File: src/pptd_pkg.sv
package pptd_pkg;

  localparam int CFG_IDX_W = 2;
  localparam int CFG_DATA_W = 16;

  localparam logic [1:0] CMD_RESET = 2'd0;
  localparam logic [1:0] CMD_EDGE  = 2'd1;
  localparam logic [1:0] CMD_POKE  = 2'd2;
  localparam logic [1:0] CMD_TICK  = 2'd3;

  localparam logic [2:0] OP_NONE    = 3'd0;
  localparam logic [2:0] OP_PUSH    = 3'd1;
  localparam logic [2:0] OP_DEFAULT = 3'd2;
  localparam logic [2:0] OP_REVERSE = 3'd3;
  localparam logic [2:0] OP_ALL     = 3'd4;

  localparam logic [1:0] PHASE_POKE    = 2'd0;
  localparam logic [1:0] PHASE_RELEASE = 2'd1;
  localparam logic [1:0] PHASE_PUSHING = 2'd2;

  localparam logic [1:0] STAT_NONE    = 2'd0;
  localparam logic [1:0] STAT_REPLIED = 2'd1;
  localparam logic [1:0] STAT_NO_PORT = 2'd2;

  localparam logic [CFG_IDX_W-1:0] REG_PUSH_TICKS      = 2'd0;
  localparam logic [CFG_IDX_W-1:0] REG_SAMPLE_TICKS    = 2'd1;
  localparam logic [CFG_IDX_W-1:0] REG_RELEASE_TIMEOUT = 2'd2;
  localparam logic [CFG_IDX_W-1:0] REG_WATCHDOG_ENABLE = 2'd3;

  typedef enum logic [2:0] {
    PH_POKE    = 3'b001,
    PH_RELEASE = 3'b010,
    PH_PUSHING = 3'b100
  } phase_t;

  typedef struct packed {
    logic [1:0] cmd;
    logic [2:0] port;
    logic       line_level;
  } in_req_t;

  typedef struct packed {
    logic [2:0] line_op;
    logic [2:0] line_port;
    logic       note_source;
    logic       note_done;
    logic       note_next;
    logic [1:0] poke_status;
    logic [2:0] found_port;
    logic       busy_res;
    logic [3:0] active_port;
    logic [1:0] phase;
  } out_res_t;

endpackage

File: src/pptd_ctrl.sv
module pptd_ctrl #(
  parameter int PORT_COUNT = 4
) (
  input  logic                              clk,
  input  logic                              rst_n,
  input  logic                              cfg_wr,
  input  logic [pptd_pkg::CFG_IDX_W-1:0]    cfg_index,
  input  logic [pptd_pkg::CFG_DATA_W-1:0]   cfg_data,
  input  logic                              req_accept,
  input  pptd_pkg::in_req_t                 req,
  output pptd_pkg::out_res_t                res
);
  import pptd_pkg::*;

  logic [7:0]            push_ticks_r;
  logic [7:0]            sample_ticks_r;
  logic [15:0]           release_timeout_r;
  logic                  watchdog_enable_r;

  phase_t                phase_r, phase_nxt;
  logic [PORT_COUNT-1:0] map_r, map_nxt;
  logic [3:0]            active_r, active_nxt;
  logic                  keep_r, keep_nxt;
  logic [2:0]            poke_port_r, poke_port_nxt;
  logic [7:0]            poke_ticks_r, poke_ticks_nxt;
  logic [15:0]           rel_ticks_r, rel_ticks_nxt;

  logic                  free_found;
  logic [2:0]            free_idx;
  logic                  port_ok;
  logic [7:0]            push_eff;
  logic [7:0]            ticks_inc;
  logic [15:0]           rel_inc;
  logic                  start_next;
  logic                  clear_all;

  always_ff @(posedge clk) begin
    if (!rst_n) begin
      push_ticks_r      <= 8'd2;
      sample_ticks_r    <= 8'd3;
      release_timeout_r <= 16'd500;
      watchdog_enable_r <= 1'b0;
    end else if (cfg_wr) begin
      case (cfg_index)
        REG_PUSH_TICKS:      push_ticks_r      <= cfg_data[7:0];
        REG_SAMPLE_TICKS:    sample_ticks_r    <= cfg_data[7:0];
        REG_RELEASE_TIMEOUT: release_timeout_r <= cfg_data;
        REG_WATCHDOG_ENABLE: watchdog_enable_r <= cfg_data[0];
        default: ;
      endcase
    end
  end

  always_comb begin
    free_found = 1'b0;
    free_idx   = 3'd0;
    for (int i = PORT_COUNT - 1; i >= 0; i--) begin
      if (!map_r[i]) begin
        free_found = 1'b1;
        free_idx   = 3'(i);
      end
    end
  end

  assign port_ok   = ({1'b0, req.port} < 4'(PORT_COUNT));
  assign push_eff  = (push_ticks_r == 8'd0) ? 8'd1 : push_ticks_r;
  assign ticks_inc = (poke_ticks_r == 8'hFF) ? 8'hFF : poke_ticks_r + 8'd1;
  assign rel_inc   = (rel_ticks_r == 16'hFFFF) ? 16'hFFFF : rel_ticks_r + 16'd1;

  always_comb begin
    phase_nxt     = phase_r;
    map_nxt       = map_r;
    active_nxt    = active_r;
    keep_nxt      = keep_r;
    poke_port_nxt = poke_port_r;
    poke_ticks_nxt = poke_ticks_r;
    rel_ticks_nxt = rel_ticks_r;
    start_next    = 1'b0;
    clear_all     = 1'b0;
    res           = '0;

    case (req.cmd)
      CMD_RESET: begin
        clear_all   = 1'b1;
        res.line_op = OP_ALL;
      end
      CMD_EDGE: begin
        if (phase_r == PH_RELEASE) begin
          phase_nxt     = PH_POKE;
          keep_nxt      = 1'b0;
          rel_ticks_nxt = 16'd0;
          if (&map_r) begin
            res.note_done = 1'b1;
            clear_all     = 1'b1;
            res.line_op   = OP_ALL;
          end
          res.note_next = 1'b1;
        end else if (phase_r == PH_POKE && port_ok) begin
          res.line_op   = OP_PUSH;
          res.line_port = req.port;
          for (int i = 0; i < PORT_COUNT; i++) begin
            if (req.port == 3'(i)) begin
              map_nxt[i] = 1'b1;
            end
          end
          active_nxt      = {1'b0, req.port};
          res.note_source = 1'b1;
        end
      end
      CMD_POKE: begin
        if (phase_r != PH_PUSHING) begin
          start_next = 1'b1;
        end
      end
      default: begin
        if (phase_r == PH_PUSHING) begin
          poke_ticks_nxt = ticks_inc;
          if (poke_ticks_r >= push_eff) begin
            if (ticks_inc >= sample_ticks_r) begin
              if (req.line_level) begin
                res.line_op     = OP_REVERSE;
                res.line_port   = poke_port_r;
                phase_nxt       = PH_RELEASE;
                rel_ticks_nxt   = 16'd0;
                active_nxt      = {1'b0, poke_port_r};
                keep_nxt        = 1'b1;
                res.poke_status = STAT_REPLIED;
                res.found_port  = poke_port_r;
              end else begin
                start_next = 1'b1;
              end
            end
          end else if (ticks_inc >= push_eff) begin
            res.line_op   = OP_DEFAULT;
            res.line_port = poke_port_r;
          end
        end else if (phase_r == PH_RELEASE) begin
          rel_ticks_nxt = rel_inc;
          if (watchdog_enable_r && (rel_inc > release_timeout_r)) begin
            res.note_done = 1'b1;
            res.note_next = 1'b1;
            clear_all     = 1'b1;
            res.line_op   = OP_ALL;
          end
        end
      end
    endcase

    if (start_next) begin
      if (free_found) begin
        phase_nxt          = PH_PUSHING;
        for (int i = 0; i < PORT_COUNT; i++) begin
          if (free_idx == 3'(i)) begin
            map_nxt[i] = 1'b1;
          end
        end
        poke_port_nxt  = free_idx;
        poke_ticks_nxt = 8'd0;
        res.line_op    = OP_PUSH;
        res.line_port  = free_idx;
      end else begin
        res.note_done   = 1'b1;
        res.poke_status = STAT_NO_PORT;
        clear_all       = 1'b1;
        res.line_op     = OP_ALL;
      end
    end

    if (clear_all) begin
      phase_nxt      = PH_POKE;
      map_nxt        = '0;
      active_nxt     = 4'(PORT_COUNT);
      keep_nxt       = 1'b0;
      poke_port_nxt  = 3'd0;
      poke_ticks_nxt = 8'd0;
      rel_ticks_nxt  = 16'd0;
    end

    res.busy_res    = keep_nxt;
    res.active_port = active_nxt;
    case (phase_nxt)
      PH_POKE:    res.phase = PHASE_POKE;
      PH_RELEASE: res.phase = PHASE_RELEASE;
      PH_PUSHING: res.phase = PHASE_PUSHING;
      default:    res.phase = PHASE_POKE;
    endcase
  end

  always_ff @(posedge clk) begin
    if (!rst_n) begin
      phase_r      <= PH_POKE;
      map_r        <= '0;
      active_r     <= 4'(PORT_COUNT);
      keep_r       <= 1'b0;
      poke_port_r  <= 3'd0;
      poke_ticks_r <= 8'd0;
      rel_ticks_r  <= 16'd0;
    end else if (req_accept) begin
      phase_r      <= phase_nxt;
      map_r        <= map_nxt;
      active_r     <= active_nxt;
      keep_r       <= keep_nxt;
      poke_port_r  <= poke_port_nxt;
      poke_ticks_r <= poke_ticks_nxt;
      rel_ticks_r  <= rel_ticks_nxt;
    end
  end

endmodule

File: src/pptd_obuf.sv
module pptd_obuf (
  input  logic               clk,
  input  logic               rst_n,
  input  logic               push,
  input  pptd_pkg::out_res_t push_res,
  output logic               full,
  output logic               out_valid,
  input  logic               out_stall,
  output pptd_pkg::out_res_t out_res
);
  import pptd_pkg::*;

  logic     main_valid_r, main_valid_nxt;
  logic     skid_valid_r, skid_valid_nxt;
  out_res_t main_res_r, main_res_nxt;
  out_res_t skid_res_r, skid_res_nxt;
  logic     pop;

  assign pop       = main_valid_r && !out_stall;
  assign full      = skid_valid_r;
  assign out_valid = main_valid_r;
  assign out_res   = main_res_r;

  always_comb begin
    main_valid_nxt = main_valid_r;
    main_res_nxt   = main_res_r;
    skid_valid_nxt = skid_valid_r;
    skid_res_nxt   = skid_res_r;
    if (!main_valid_r || pop) begin
      if (skid_valid_r) begin
        main_valid_nxt = 1'b1;
        main_res_nxt   = skid_res_r;
        skid_valid_nxt = 1'b0;
      end else begin
        main_valid_nxt = push;
        main_res_nxt   = push_res;
      end
    end else if (push) begin
      skid_valid_nxt = 1'b1;
      skid_res_nxt   = push_res;
    end
  end

  always_ff @(posedge clk) begin
    if (!rst_n) begin
      main_valid_r <= 1'b0;
      skid_valid_r <= 1'b0;
    end else begin
      main_valid_r <= main_valid_nxt;
      skid_valid_r <= skid_valid_nxt;
    end
  end

  always_ff @(posedge clk) begin
    main_res_r <= main_res_nxt;
    skid_res_r <= skid_res_nxt;
  end

endmodule

File: src/ptp_port_topology_detector_top.sv
// Topology-detection sequencer for point-to-point poke lines. Each accepted request
// (reset, line edge, poke next port, or millisecond tick with the sampled line level)
// updates the sequencer state in the cycle it is taken and produces exactly one result,
// which is registered in the output buffer. A request can be accepted every clock cycle
// while in_stall is low; a two-entry output register with skid stage lets a new request
// enter while an earlier result waits. in_stall rises only when both output entries are
// occupied. Configuration writes are always ready and should be issued only while no
// result is pending.
module ptp_port_topology_detector_top #(
  parameter int PORT_COUNT = 4
) (
  input  logic                            clk,
  input  logic                            rst_n,
  input  logic                            in_valid,
  output logic                            in_stall,
  input  pptd_pkg::in_req_t               in_req,
  output logic                            out_valid,
  input  logic                            out_stall,
  output pptd_pkg::out_res_t              out_res,
  input  logic                            cfg_valid,
  output logic                            cfg_ready,
  input  logic [pptd_pkg::CFG_IDX_W-1:0]  cfg_index,
  input  logic [pptd_pkg::CFG_DATA_W-1:0] cfg_data
);
  import pptd_pkg::*;

  logic     accept;
  logic     full;
  out_res_t step_res;

  assign cfg_ready = 1'b1;
  assign in_stall  = full;
  assign accept    = in_valid && !full;

  pptd_ctrl #(
    .PORT_COUNT(PORT_COUNT)
  ) u_ctrl (
    .clk       (clk),
    .rst_n     (rst_n),
    .cfg_wr    (cfg_valid && cfg_ready),
    .cfg_index (cfg_index),
    .cfg_data  (cfg_data),
    .req_accept(accept),
    .req       (in_req),
    .res       (step_res)
  );

  pptd_obuf u_obuf (
    .clk      (clk),
    .rst_n    (rst_n),
    .push     (accept),
    .push_res (step_res),
    .full     (full),
    .out_valid(out_valid),
    .out_stall(out_stall),
    .out_res  (out_res)
  );

endmodule

File: config.mk
export PLATFORM = sky130hd
export DESIGN_NAME = ptp_port_topology_detector_top
export DESIGN_NICKNAME = d
export VERILOG_FILES = /design/src/pptd_pkg.sv /design/src/pptd_ctrl.sv /design/src/pptd_obuf.sv /design/src/ptp_port_topology_detector_top.sv
export SDC_FILE = /design/constraint.sdc
export NUM_CORES = 1
export LEC_CHECK = 0
export BUFFER_PORTS_ARGS = -buffer_cell sky130_fd_sc_hd__buf_4
export CAP_MARGIN = 25
export CORE_MARGIN = 2
export CORE_UTILIZATION = 47
export DETAILED_ROUTE_END_ITERATION = 10
export PLACE_DENSITY_LB_ADDON = 0.2
export SLEW_MARGIN = 20
export SYNTH_ARGS = -nofsm -noshare
export SYNTH_HDL_FRONTEND = slang
export SYNTH_SLANG_ARGS = --single-unit
File: constraint.sdc
create_clock -name clk -period 4.9 [get_ports clk]
set_clock_uncertainty 0.2 [all_clocks]
set_input_delay 0.245 -clock clk [delete_from_list [all_inputs] [get_ports clk]]
set_output_delay 0.245 -clock clk [all_outputs]
set_load 0.02 [all_outputs]
==> results of run 1 <==
-- worst reg2reg max path: stages, from the launching register on --
cell and delay (ns):
dfxtp_1 0.41, and3_1 0.23, and3_1 0.20, nand3_1 0.14
or3_1 0.57, nand2_1 0.17, ha_1 0.26, a21oi_1 0.13
o21ai_1 0.07, or4_4 0.52, o31ai_4 0.39, nand3_1 0.37
a21o_1 0.29, mux2_2 0.27
-- final timing paths --
kind	end	cells after the start
worst min-delay path	u_ctrl.watchdog_enable_r	4
worst min register to register	u_ctrl.release_timeout_r[11]	2
worst max register to register	u_obuf.out_res[4]	13
worst max-delay path	u_obuf.out_res[4]	13
-- power by group --
group / internal [W] / switching, W / leakage (nW)
combinational: 0.0000806 / 0.000106 / 1.82
sequential: 0.00100 / 0.0000135 / 0.997
clock: 0.000809 / 0.000440 / 0.293
total: 0.00189 / 0.000560 / 3.11
-- metal layers --
metal	vias to the layer above	GRT usage, %	wire length [um]
met5	-	0	0
li1	2422	-	-
met4	0	10.6	290
met2	95	33.7	6020
met3	21	5.24	461
met1	2246	27.3	6500
-- layout make-up --
cell class / instances / area (um2)
Clock inverter: 14 / 164
Inverter: 45 / 169
Multi-Input combinational cell: 457 / 3020
Fill cell: 1109 / 5220
Clock buffer: 18 / 439
Timing Repair Buffer: 77 / 626
Sequential cell: 113 / 2660
Tap cell: 172 / 215
-- synth_stat cells (4+ instances only) --
cell,n,area share (%)
a211oi_1,4,0.50
a21boi_0,20,2.5
a21o_1,5,0.63
a21oi_1,38,3.2
a22o_1,17,2.5
a31oi_1,8,0.84
and2_1,4,0.42
and3_1,9,0.94
clkbuf_1,17,1.1
dfxtp_1,73,25
edfxtp_1,40,20
ha_1,42,8.8
inv_1,45,2.8
mux2_2,11,2.1
mux2i_1,4,0.67
nand2_1,101,6.4
nand2b_1,6,0.63
nand3_1,21,1.8
nand4_1,4,0.42
nor2_1,41,2.6
nor2b_1,16,1.7
nor3_1,6,0.50
o211ai_1,9,1.1
o21a_1,5,0.63
o21ai_0,18,1.5
o31ai_1,4,0.50
or2_2,4,0.42
or3_1,4,0.42
xnor2_1,6,0.88
xor2_1,7,1.0
-- timing repair --
action                     4_1_cts  5_1_grt
hold endpoints to repair        37        0
setup endpoints to repair        0        0
hold buffers                    19        0
-- metrics by stage --
| stage | power [W] | utilization, % |
|---|---|---|
| detailed placement | 0.00121 | 51.9 |
| floorplan | 0.00114 | - |
| global route | 0.00253 | 58.3 |
| finish | 0.00245 | 58.3 |
| global placement | 0.00120 | 51.9 |
| CTS | 0.00248 | 58.2 |
-- cell families (layout without fill, tap and decap cells) --
kind of cell / count (synthesis) / after routing
other: 2 / 3
buffers and inverters: 69 / 154
AO/OA/AOI/OAI: 152 / 152
XOR/XNOR: 13 / 13
flip-flops: 113 / 113
AND/OR/NAND/NOR: 232 / 232
adder cells (fa/ha/maj): 42 / 42
multiplexers: 15 / 15
-- state kept, by name, indices dropped and copies added, names as in the netlist --
name                      flops
u_ctrl.poke_port_r            2
u_ctrl.map_r                  4
u_ctrl.active_r               4
u_obuf.out_res               20
u_obuf.full                   1
u_ctrl.phase_r                3
u_ctrl.release_timeout_r     16
u_ctrl.rel_ticks_r           16
u_ctrl.poke_ticks_r           8
u_obuf.skid_res_r            20
u_ctrl.push_ticks_r           8
u_ctrl.keep_r                 1
u_ctrl.watchdog_enable_r      1
u_ctrl.sample_ticks_r         8
u_obuf.out_valid              1
==> impl_metrics.env, run 1 <==
export IMPL_postCtsSetupBuffers=0
export IMPL_area_growth_pct=22.4
export IMPL_hpwl_um=9420
export IMPL_rsz0062_at_grt="no"
export IMPL_cp_top_family="simple AND/OR/NAND/NOR gates"
export IMPL_synth_distinct_cells=63
export IMPL_fin_crit_ns=4.48
export IMPL_status="finished, final reports clean"
export IMPL_cts_resized=0
export IMPL_peakVddDrop_uv=202
export IMPL_power_per_cell_area_mw_per_mm2=336
export IMPL_place_congestion=0.868
export IMPL_placed_cells=844
export IMPL_final_common_cell="nand2_1"
export IMPL_drt_iter0_drc=201
export IMPL_hold_viol=0
export IMPL_placementRows=41
export IMPL_worst_setup_path_start_kind="flip-flop"
export IMPL_clkLatencyLatePin_ns=0.41
export IMPL_die_h_um=117
export IMPL_grt_pass1_vias=4664
export IMPL_start_util_pct=47.6
export IMPL_synth_mux_area_share_pct=2.75
export IMPL_htreeDepth=4
export IMPL_ys_seq_area_share_pct=44.7
export IMPL_fin_setup_tns_ns=0
export IMPL_worstReg2RegStart="u_ctrl.rel_ticks_r[6]"
export IMPL_path_cells="and3_1 -> and3_1 -> nand3_1 -> or3_1 -> nand2_1 -> ha_1 -> a21oi_1 -> o21ai_1 -> or4_4 -> o31ai_4 -> nand3_1 -> a21o_1 -> mux2_2"
export IMPL_core_mm2=0.0125
export IMPL_gr_total_overflow=0
export IMPL_ant_nets=0
export IMPL_finalCritPeriodShare_pct=91.4
export IMPL_setup_viol=0
export IMPL_drcViolationCount=0
export IMPL_die_w_um=117
export IMPL_final_cells=896
export IMPL_drive_gt1_share_pct=16.3
export IMPL_holdWs_ns=0.0424
export IMPL_synth_warnings=0
export IMPL_placed_area_mm2=0.00649
export IMPL_critPathMaxFanout=13
export IMPL_fin_ws_ns=0.422
export IMPL_cts_root_buf="clkbuf_16"
export IMPL_synth_ff_type="dfxtp_1"
export IMPL_syn_area_mm2=0.00596
export IMPL_clk_pin_slew_ns=0.05
export IMPL_synth_top_family_by_area="simple AND/OR/NAND/NOR gates"
export IMPL_cts_buffer_depth=2
export IMPL_ys_ff_latch=113
export IMPL_achievable_frequency_ghz=0.223
export IMPL_arrival_ns=4.44
export IMPL_p_leak_nw=3.11
export IMPL_grt_use_total_pct=21.3
export IMPL_dr_pass1_iters=5
export IMPL_fin_area_mm2=0.00729
export IMPL_r2r_setup_slack_ns=0.42
export IMPL_synthAdderAreaFrac_pct=8.82
export IMPL_hp_class="input port to flip-flop"
export IMPL_critPathKind="flip-flop to flip-flop"
export IMPL_wirelength_um=13300
export IMPL_maxCapViolations=0
export IMPL_antennaDiodeCount=0
export IMPL_die_area_mm2=0.0136
export IMPL_grt_pass1_wl_um=22400
export IMPL_crit_path_max_incr_delay_ns=0.57
export IMPL_numPortBuffers=50
export IMPL_dpl_worst_slack_ns=0.440
export IMPL_grt_max_degree=50
export IMPL_cts_tree="built"
export IMPL_slew_violations=0
export IMPL_wl_per_cell_um=14.8
export IMPL_cp_slowest_cell="or3_1"
export IMPL_cp_required_ns=4.86
export IMPL_antenna_found_initial=0
export IMPL_worst_slew_pin_slew_ns=0.963
export IMPL_cts_buffers=17
export IMPL_synth_compound_area_share_pct=18.2
export IMPL_slew_headroom_pct=35.7
export IMPL_crit_path_start="u_ctrl.rel_ticks_r[6]"
export IMPL_synth_cells=638
export IMPL_vias=4784
export IMPL_via_per_inst=5.34
export IMPL_min_from="cfg_index[1]"
export IMPL_avgSynthCellArea_um2=9.34
export IMPL_worst_path_buf_inv=0
export IMPL_clock_sinks=113
export IMPL_synth_edf_count=40
export IMPL_layout_nets=782
export IMPL_synth_xor_area_share_pct=1.91
export IMPL_synth_simple_gate_area_share_pct=18.8
export IMPL_endpoint_kind="flip-flop"
export IMPL_ys_async_sr_fraction_pct=0
export IMPL_boundaryPins=53
export IMPL_mostFrequentLayoutCells="nand2_1, dfxtp_1, buf_4, inv_1, ha_1"
No activity file was read; power rests on OpenSTA's default activity.
==> run 2, diff against run 1 <==
--- a/config.mk
+++ b/config.mk
@@ -10,7 +10,7 @@
 export CORE_MARGIN = 2
 export CORE_UTILIZATION = 47
 export DETAILED_ROUTE_END_ITERATION = 10
-export PLACE_DENSITY_LB_ADDON = 0.2
+export PLACE_DENSITY = 0.65
 export SLEW_MARGIN = 20
 export SYNTH_ARGS = -nofsm -noshare
 export SYNTH_HDL_FRONTEND = slang
==> impl_metrics.env, run 2 (same netlist as run 1, synthesis figures left out) <==
export IMPL_status="finished, final reports clean"
export IMPL_drt_iter0_drc=298
export IMPL_wl_per_cell_um=14.9
export IMPL_vias=4793
export IMPL_clkLatencyLatePin_ns=0.42
export IMPL_cp_required_ns=4.87
export IMPL_power_per_cell_area_mw_per_mm2=332
export IMPL_cts_root_buf="clkbuf_16"
export IMPL_grt_use_total_pct=20.9
export IMPL_fillers=1095
export IMPL_via_per_inst=5.35
export IMPL_r2r_setup_slack_ns=0.38
export IMPL_critPathMaxFanout=13
export IMPL_drcViolationCount=0
export IMPL_endpoint_kind="flip-flop"
export IMPL_r2r_cells=13
export IMPL_clk_pin_slew_ns=0.05
export IMPL_hp_class="input port to flip-flop"
export IMPL_slew_violations=0
export IMPL_die_w_um=117
export IMPL_mostFrequentLayoutCells="nand2_1, dfxtp_1, buf_4, inv_1, ha_1"
export IMPL_htreeDepth=4
export IMPL_path_cells="and3_1 -> and3_1 -> nand3_1 -> or3_1 -> nand2_1 -> ha_1 -> a21oi_1 -> nor2_1 -> or4_4 -> o31ai_4 -> nand3_1 -> a21o_1 -> mux2_2"
export IMPL_numPortBuffers=50
export IMPL_p_leak_nw=3.09
export IMPL_grt_pass1_vias=4522
export IMPL_crit_path_start="u_ctrl.rel_ticks_r[6]"
export IMPL_arrival_ns=4.49
export IMPL_place_congestion=0.824
export IMPL_dpl_worst_slack_ns=0.466
export IMPL_dr_pass1_iters=5
export IMPL_worst_setup_path_start_kind="flip-flop"
export IMPL_wirelength_um=13400
export IMPL_cts_tree="built"
export IMPL_hold_viol=0
export IMPL_holdPathEnd="u_ctrl.watchdog_enable_r"
export IMPL_core_mm2=0.0125
export IMPL_setup_viol=0
export IMPL_critPathKind="flip-flop to flip-flop"
export IMPL_placementRows=41
export IMPL_boundaryPins=53
export IMPL_fin_setup_tns_ns=0
export IMPL_cts_buffer_depth=2
export IMPL_fin_util_pct=58.1
export IMPL_cp_slowest_cell="or3_1"
export IMPL_die_h_um=117
export IMPL_grt_max_degree=50
export IMPL_fin_ws_ns=0.381
export IMPL_slew_headroom_pct=37.1
export IMPL_antenna_found_initial=0
export IMPL_worstReg2RegStart="u_ctrl.rel_ticks_r[6]"
export IMPL_fin_total_pwr_w=0.00241
export IMPL_rsz0062_at_grt="no"
export IMPL_worst_path_buf_inv=0
export IMPL_start_util_pct=47.6
export IMPL_grt_pass1_wl_um=22000
export IMPL_cts_buffers=17
export IMPL_die_area_mm2=0.0136
export IMPL_antennaDiodeCount=0
export IMPL_maxCapViolations=0
export IMPL_peakVddDrop_uv=187
export IMPL_cts_resized=0
export IMPL_ant_nets=0
export IMPL_gr_total_overflow=0
export IMPL_achievable_frequency_ghz=0.221
export IMPL_hpwl_um=9360
export IMPL_clock_sinks=113
export IMPL_cp_top_family="simple AND/OR/NAND/NOR gates"
export IMPL_worst_slew_pin_slew_ns=0.942
export IMPL_finalCritPeriodShare_pct=92.2
export IMPL_area_growth_pct=22.0
export IMPL_r2r_end="u_obuf.out_res[4]"
export IMPL_fin_crit_ns=4.52
export IMPL_hold_path_depth=4
export IMPL_crit_path_max_incr_delay_ns=0.57
export IMPL_final_common_cell="nand2_1"
export IMPL_drive_gt1_share_pct=15.7
export IMPL_min_from="cfg_index[1]"
export IMPL_layout_nets=782
## run 2: changes by cell type in the layout (fill, tap and decap cells not counted)
cell,delta
clkbuf_1,+2
clkbuf_8,-1
clkinv_1,+2
clkinv_4,-2
inv_6,-1
## run 2: power by group
part	switching [W]	internal [W]	total [W]
registers	0.0000136	0.00100	0.00101
logic	0.000106	0.0000807	0.000187
clock network	0.000421	0.000788	0.00121
## run 2: worst max-delay path by stage
stage,to,depth (start not counted),slack [ns]
3_3_place_gp,u_obuf.out_res[4],13,0.61
3_5_place_dp,u_obuf.out_res[4],13,0.47
2_1_floorplan,u_obuf.out_res[4],15,0.91
5_1_grt,u_obuf.out_res[2],13,0.12
6_report,u_obuf.out_res[4],13,0.38
4_1_cts,u_obuf.out_res[4],13,0.43
## run 2: layout make-up
type / count / area [um2] / area share [%]
Timing Repair Buffer: 77 / 626 / 8.61
Clock buffer: 19 / 433 / 5.96
Inverter: 45 / 169 / 2.32
Multi-Input combinational cell: 457 / 3020 / 41.5
Tap cell: 172 / 215 / 2.96
Clock inverter: 13 / 145 / 2.00
Sequential cell: 113 / 2660 / 36.6
## run 2: stage by stage
stage | instance area, um2 | hold WS, ns | cells
2_1_floorplan | 5960 | 0.169 | 639
3_3_place_gp | 6490 | 0.253 | 844
3_5_place_dp | 6490 | 0.260 | 844
4_1_cts | 7260 | 0.0420 | 895
5_1_grt | 7270 | 0.0761 | 896
6_report | 7270 | 0.0499 | 896
## run 2: timing repair
action | in CTS | in global routing
setup buffers | 0 | 0
hold buffers | 19 | 0
hold endpoints to repair | 37 | 0
## run 2: worst min-delay path, cell delays in order
cell     delay (ns)
buf_4          0.13
nand3_1        0.09
mux2i_1        0.08
nor2b_1        0.10
## run 2: routing by layer
| metal | up-vias | GRT usage, % | part of all wire [%] |
|---|---|---|---|
| met3 | 19 | 5.50 | 4.2 |
| met5 | - | 0 | 0 |
| li1 | 2416 | - | - |
| met1 | 2267 | 27.0 | 47 |
| met4 | 0 | 7.14 | 1.9 |
| met2 | 91 | 34.1 | 47 |
==> run 3, diff against run 2 <==
--- a/config.mk
+++ b/config.mk
@@ -9,6 +9,7 @@
 export CAP_MARGIN = 25
 export CORE_MARGIN = 2
 export CORE_UTILIZATION = 47
+export CTS_BUF_LIST = sky130_fd_sc_hd__clkbuf_16
 export DETAILED_ROUTE_END_ITERATION = 10
 export PLACE_DENSITY = 0.65
 export SLEW_MARGIN = 20
==> impl_metrics.env, run 3 (same netlist as run 1, synthesis figures left out) <==
export IMPL_clkLatencyLatePin_ns=0.42
export IMPL_p_clk_share_pct=50.1
export IMPL_cts_buffer_depth=2
export IMPL_swShare_pct=22.5
export IMPL_drt_iter0_drc=298
export IMPL_hp_class="input port to flip-flop"
export IMPL_combPwrFrac_pct=7.8
export IMPL_clock_sinks=113
export IMPL_worst_path_buf_inv=0
export IMPL_power_sequential_fraction_pct=42.2
export IMPL_wirelength_um=13400
export IMPL_antenna_found_initial=0
export IMPL_antennaDiodeCount=0
export IMPL_hold_path_depth=4
export IMPL_p_leak_nw=3.10
export IMPL_final_common_cell="nand2_1"
export IMPL_peakVddDrop_uv=187
export IMPL_gr_total_overflow=0
export IMPL_worst_slew_pin_slew_ns=0.941
export IMPL_clk_pin_slew_ns=0.05
export IMPL_drive_gt1_share_pct=15.7
export IMPL_boundaryPins=53
export IMPL_r2r_cells=13
export IMPL_area_growth_pct=22.0
export IMPL_p_int_w=0.00187
export IMPL_mostFrequentLayoutCells="nand2_1, dfxtp_1, buf_4, inv_1, ha_1"
export IMPL_drcViolationCount=0
export IMPL_postCtsHoldBufs=19
export IMPL_grt_pass1_vias=4522
export IMPL_achievable_frequency_ghz=0.221
export IMPL_placed_area_mm2=0.00649
export IMPL_cts_buffers=17
export IMPL_status="finished, final reports clean"
export IMPL_cp_depth=13
export IMPL_fin_area_mm2=0.00727
export IMPL_ant_nets=0
export IMPL_cp_required_ns=4.87
export IMPL_endpoint_kind="flip-flop"
export IMPL_layout_nets=782
export IMPL_core_mm2=0.0125
export IMPL_path_cells="and3_1 -> and3_1 -> nand3_1 -> or3_1 -> nand2_1 -> ha_1 -> a21oi_1 -> nor2_1 -> or4_4 -> o31ai_4 -> nand3_1 -> a21o_1 -> mux2_2"
export IMPL_arrival_ns=4.49
export IMPL_maxCapViolations=0
export IMPL_via_per_inst=5.35
export IMPL_critPathMaxFanout=13
export IMPL_finalCritPeriodShare_pct=92.3
export IMPL_cts_root_buf="clkbuf_16"
export IMPL_die_area_mm2=0.0136
export IMPL_wl_per_cell_um=14.9
export IMPL_grt_max_degree=50
export IMPL_power_per_cell_area_mw_per_mm2=331
export IMPL_hold_viol=0
export IMPL_multi_input_area_mm2=0.00302
export IMPL_net_switching_power_w=0.000542
export IMPL_fin_crit_ns=4.52
export IMPL_fillers=1095
export IMPL_placementRows=41
export IMPL_slew_headroom_pct=37.1
export IMPL_numPortBuffers=50
export IMPL_critPathKind="flip-flop to flip-flop"
export IMPL_dr_pass1_iters=5
export IMPL_place_congestion=0.824
export IMPL_seq_area_mm2=0.00266
export IMPL_rsz0062_at_grt="no"
export IMPL_crit_path_max_incr_delay_ns=0.57
export IMPL_vias=4790
export IMPL_setup_viol=0
export IMPL_cts_resized=0
export IMPL_worst_setup_path_start_kind="flip-flop"
export IMPL_die_w_um=117
export IMPL_start_util_pct=47.6
export IMPL_grt_use_total_pct=20.9
export IMPL_slew_violations=0
export IMPL_die_h_um=117
export IMPL_grt_pass1_wl_um=22000
export IMPL_cts_tree="built"
export IMPL_hpwl_um=9360
export IMPL_cp_top_family="simple AND/OR/NAND/NOR gates"
export IMPL_htreeDepth=4
export IMPL_fin_setup_tns_ns=0
export IMPL_postCtsSetupBuffers=0
export IMPL_cp_slowest_cell="or3_1"
## run 3: changes by cell type in the layout (fill, tap and decap cells not counted), sizes merged
cell,previous run,this run
clkbuf,19,17
inv,45,47
## run 3: power by group through the flow
| stage | combinational, W | clock, W | sequential, W |
|---|---|---|---|
| floorplan | 0.0000942 | 0 | 0.00105 |
| global placement | 0.000170 | 0 | 0.00103 |
| detailed placement | 0.000173 | 0 | 0.00103 |
| CTS | 0.000186 | 0.00122 | 0.00101 |
| global route | 0.000206 | 0.00126 | 0.00102 |
| finish | 0.000187 | 0.00121 | 0.00101 |
## run 3: through the flow
stage	hold slack, ns	total power [W]	instances	setup WS, ns	util, %
final	0.0511	0.00241	896	0.377	58.1
after global routing	0.0761	0.00248	896	0.120	58.1
after CTS	0.0420	0.00242	895	0.428	58.0
after detailed placement	0.260	0.00121	844	0.466	51.9
after global placement	0.253	0.00120	844	0.612	51.9
after floorplan	0.169	0.00114	639	0.906	-
## run 3: final timing paths
check | start | end | slack [ns]
max | u_ctrl.rel_ticks_r[6] | u_obuf.out_res[4] | 0.38
min reg2reg | u_ctrl.sample_ticks_r[6] | u_ctrl.sample_ticks_r[6] | 0.27
min | cfg_index[1] | u_ctrl.watchdog_enable_r | 0.05
max reg2reg | u_ctrl.rel_ticks_r[6] | u_obuf.out_res[4] | 0.38
## run 3: worst min-delay path, delay by kind of cell
kind                   cells  cell delay [ns]
muxes                      1             0.08
buffers and inverters      1             0.13
and+or+nand+nor            2             0.19
## run 3: routing by layer
metal,part of all wire [%],track usage (%),vias up
met5,0,0,-
met4,1.9,7.14,0
met3,4.0,5.50,19
met2,47,34.1,88
met1,47,27.0,2267
li1,-,-,2416
## run 3: area by class of cell
type                       instances  area share (%)
inverter                          45            2.32
multi-input combinational        457            41.5
clock inverter                    15            2.10
sequential                       113            36.6
timing repair buffer              77            8.61
clock buffer                      17            5.85
tap                              172            2.96
